## src/design/spkt_ram.sv

```systemverilog
// Generic single-port RAM with registered read.
// No dependencies.
`timescale 1ns / 1ps
module spkt_ram #(
	parameter int WIDTH = 8,
	parameter int DEPTH = 16
) (
	input  logic                     clk,
	input  logic                     we,
	input  logic [$clog2(DEPTH)-1:0] addr,
	input  logic [WIDTH-1:0]         wdata,
	output logic [WIDTH-1:0]         rdata
);
	logic [WIDTH-1:0] mem [DEPTH];
	always_ff @(posedge clk) begin
		if (we) mem[addr] <= wdata;
		rdata <= mem[addr];
	end
endmodule

```

## config.mk

```make
export PLATFORM = sky130hd
export DESIGN_NAME = spkt_ram
export DESIGN_NICKNAME = d
export VERILOG_FILES = /design/src/design/spkt_ram.sv
export SDC_FILE = /design/constraint.sdc
export NUM_CORES = 1
export LEC_CHECK = 0
export BUFFER_PORTS_ARGS = -buffer_cell sky130_fd_sc_hd__buf_4
export CAP_MARGIN = 20
export CORE_MARGIN = 2
export CORE_UTILIZATION = 51
export DETAILED_ROUTE_END_ITERATION = 7
export GPL_TIMING_DRIVEN = 0
export PLACE_DENSITY_LB_ADDON = 0.3
export SYNTH_ARGS = -nofsm -noshare
export SYNTH_HDL_FRONTEND = slang
export SYNTH_SLANG_ARGS = --single-unit
```

## constraint.sdc

```tcl
create_clock -name clk -period 3.7 [get_ports clk]
set_clock_uncertainty 0.1 [all_clocks]
set_input_delay 0.185 -clock clk [delete_from_list [all_inputs] [get_ports clk]]
set_output_delay 0.185 -clock clk [all_outputs]
set_load 0.01 [all_outputs]
```

==> After elaboration in Yosys (flattened, before gate mapping) <==
Memory sizes are Yosys's and may differ from the RTL's. A register that Yosys moved wholly into a read port is not among the register bits.
Cells that the tools add are included.
{ "word_totals": {"regBits": 0, "mem_bits_rw": 128, "output_inout_bits": 8, "memories": 1} }
{ "op_classes": {"muxes": 2} }
{ "mem_list": {"columns": ["memory", "words", "width", "rd", "rd_clocked_by_memory_dff", "write_ports", "line", "text"], "rows": [
  ["mem", 16, 8, 1, 1, 1, "14", "logic [WIDTH-1:0] mem [DEPTH];"]
]} }
{ "ops": {"columns": ["op", "count"], "rows": [
  ["2-to-1 mux 1 bit", 2]
]} }

==> Longest topological paths before layout <==
{ "logic_depth": {"depth_word": 2, "mapped_depth": 5} }

==> Least setup slack after synthesis <==
OpenSTA, ideal clock, no wires.
{ "synth_timing": {"path_type": "input-to-reg", "startpoint": "input port addr[2]", "endpoint": "memory mem[0][0] (enable)", "setup_time_ns": 0.383, "arrival_ns": 1.295, "slack_ns": 1.922, "stages": 2, "n_path_buf": 0, "path_cell_list": "or3b_2 -> nor3_1"} }
{ "synth_rtl": {"columns": ["item", "line", "text"], "rows": [
  ["start: declaration", "10", "input logic [$clog2(DEPTH)-1:0] addr,"],
  ["end: declaration", "14", null]
]} }
Straight into the memory's write port.

==> Worst setup path in the final report <==
{ "layout_timing": {"startpoint": "input port addr[1]", "endpoint": "memory mem[2][0] (enable)"} }
Straight into the memory's write port.

==> impl_metrics.toml <==
[die]
num_io_pins = 22
die_x_um = 104
die_area_um2 = 10700
fp.coreArea_um2 = 9730
dieHeight_um = 104
initial_core_util = 0.521
num_rows = 36

[flow_run]
cap_violations = 0

[sta]
setup_tns_ns = 0
rsz0062_at_grt = "no"
finalHoldViolCount = 0
fmax_ghz = 0.575
tightest_slew_ns = 0.812
fin_crit_sh = 0.470
finalSetupViolCount = 0
slew_headroom = 0.457
period_minus_slack_ns = 1.74
report.final.slew_viol_count = 0

[global_routing]
first_global_vias = 2466
antenna_found_initial = 0
grt_max_degree = 17
grtUsageTotal = 0.198
grt_first_pass_wirelength_mm = 14.8
gr-total-overflow = 0

[placement]
place.gp.congestion = 0.786
io_buffers = 19
hpwl_mm = 5.94

[clock_tree]
cts_tree = "yes"
cts.sinks = 136
post_cts_resized = 0
cts_max_path_buffers = 2
h-tree-depth = 4
clk_root_buffer_cell = "clkbuf_8"
cts_buffers = 17
insertion_delay_ns = 0.54
clkTransAtPathRegs_ns = 0.06
postCtsSetupBuffers = 0

[setup_path]
required_ns = 3.75
startpoint_type = "input port"
r2r_start = "mem[7][4]"
worst-path-max-fanout = 10
reg2regPathDepth = 3
arrival_ns = 1.79
worstSetupStartpoint = "addr[1]"
r2r_slack_ns = 2.18
critPathKind = "input port to register"
crit_path_end_kind = "register"

[detailed_routing]
viasPerCell = 5.65
num_vias = 2408
drc_errors = 0
initialDrtViolationCount = 169
wl_per_cell_um = 22.8
ant_nets = 0
drtPass1Iterations = 4
routed_wl_mm = 9.69

[logic_synthesis]
synth_top_area_frac = 0.759
synthTopCellsByArea = "edfxtp_1, mux4_2, dfxtp_1, a22oi_1, nor2_1"
yosys_warnings = 0
avgSynthCellArea_um2 = 22.0
syn_inst = 230
synth_cell_types = 18
mappedNetlistArea_um2 = 5070
ys_ff_latch = 136
synth_top_cell_by_area = "edfxtp_1"
synthesis.nets = 244
yosysSeqAreaShare = 0.790

[layout]
layout-drive-gt1-share = 0.311
antenna_cells = 0
fill_cells = 676
fin_nets = 294
syn_to_final_growth_pct = 19.6

[pwr]
power_density_nw_per_um2 = 582
irDropWorstVdd_mv = 0.293
leakage_nw = 1.98
finalPower_mw = 3.53

[min_path]
holdCritPathClass = "input port to register"
whs_path_depth = 4
hp-start = "addr[0]"

[outcome]
status = "complete, no violations"
[state kept, by name, summed over array words and instances (netlist names)]
name / flops
rdata: 8
mem: 128
[repair_timing]
item	4_1_cts	5_1_grt
endpoints found under the hold margin	128	0
setup endpoints to repair	0	0
hold buffers	8	0
[final cells by class]
type	instances	area, um2	area share
tap	133	166	0.0275
timing repair buffer	31	253	0.0417
multi-input combinational	83	1000	0.166
sequential	136	4000	0.660
buffer	11	60.1	0.00991
clock buffer	18	418	0.0689
clock inverter	14	158	0.0260
[Yosys cell counts, drive strengths merged]
cell type	number
buf	8
dfxtp	8
nand2b	2
nand2	9
nor3	4
mux4	32
nand3	1
and2	1
or3b	1
nand3b	2
nor2b	2
a22oi	16
edfxtp	128
clkbuf	3
nor2	13
[worst paths after layout]
kind | to
setup / recovery | mem[2][0]
hold / removal | rdata[7]
hold reg to reg | rdata[7]
setup reg to reg | rdata[4]
[layout by cell type, fill, tap and decap left out, types with 2 or more instances in the layout]
cell type / n
a22oi_1: 16
buf_1: 4
buf_2: 2
buf_4: 23
buf_6: 2
bufinv_16: 3
clkbuf_1: 3
clkbuf_16: 16
clkinv_2: 5
clkinvlp_4: 4
dfxtp_1: 8
dlygate4sd3_1: 8
edfxtp_1: 128
mux4_2: 32
nand2_1: 9
nand2b_1: 2
nand3b_1: 2
nor2_1: 13
nor2b_1: 2
nor3_1: 4
[metrics by stage]
step                      std cells   util  hold WS [ns]  instance area (um2)  worst slack (ns)
after floorplan                 230      -         0.184                 5070              1.92
after global placement          382  0.553         0.409                 5380              1.37
after detailed placement        386  0.556         0.420                 5410              1.41
after CTS                       426  0.623         0.127                 6060              1.95
after global routing            426  0.623         0.169                 6060              1.82
final                           426  0.623         0.135                 6060              1.96
[routing by layer]
layer | wire, um | track usage
met4 | 204 | 0.0946
met1 | 3690 | 0.257
met3 | 756 | 0.0535
met2 | 5050 | 0.315
met5 | 0 | 0
[power by group]
| part | switching [mW] | internal, mW |
|---|---|---|
| Combinational | 0.0995 | 0.0803 |
| Sequential | 0.00980 | 1.72 |
| Clock | 0.601 | 1.02 |
[cells by family (layout without fill, tap and decap cells)]
kind of cell,count (synthesis),after routing,synth area share
flops,136,136,0.790
compound gates,16,16,0.0237
simple gates,35,35,0.0321
mux,32,32,0.142
buf+inv,11,74,0.0119
[worst max-delay path: stages]
cell,delay (ns)
buf_2,0.26
buf_1,0.45
nand2b_1,0.21
nor2_1,0.68
No activity file was read; power rests on OpenSTA's default activity.
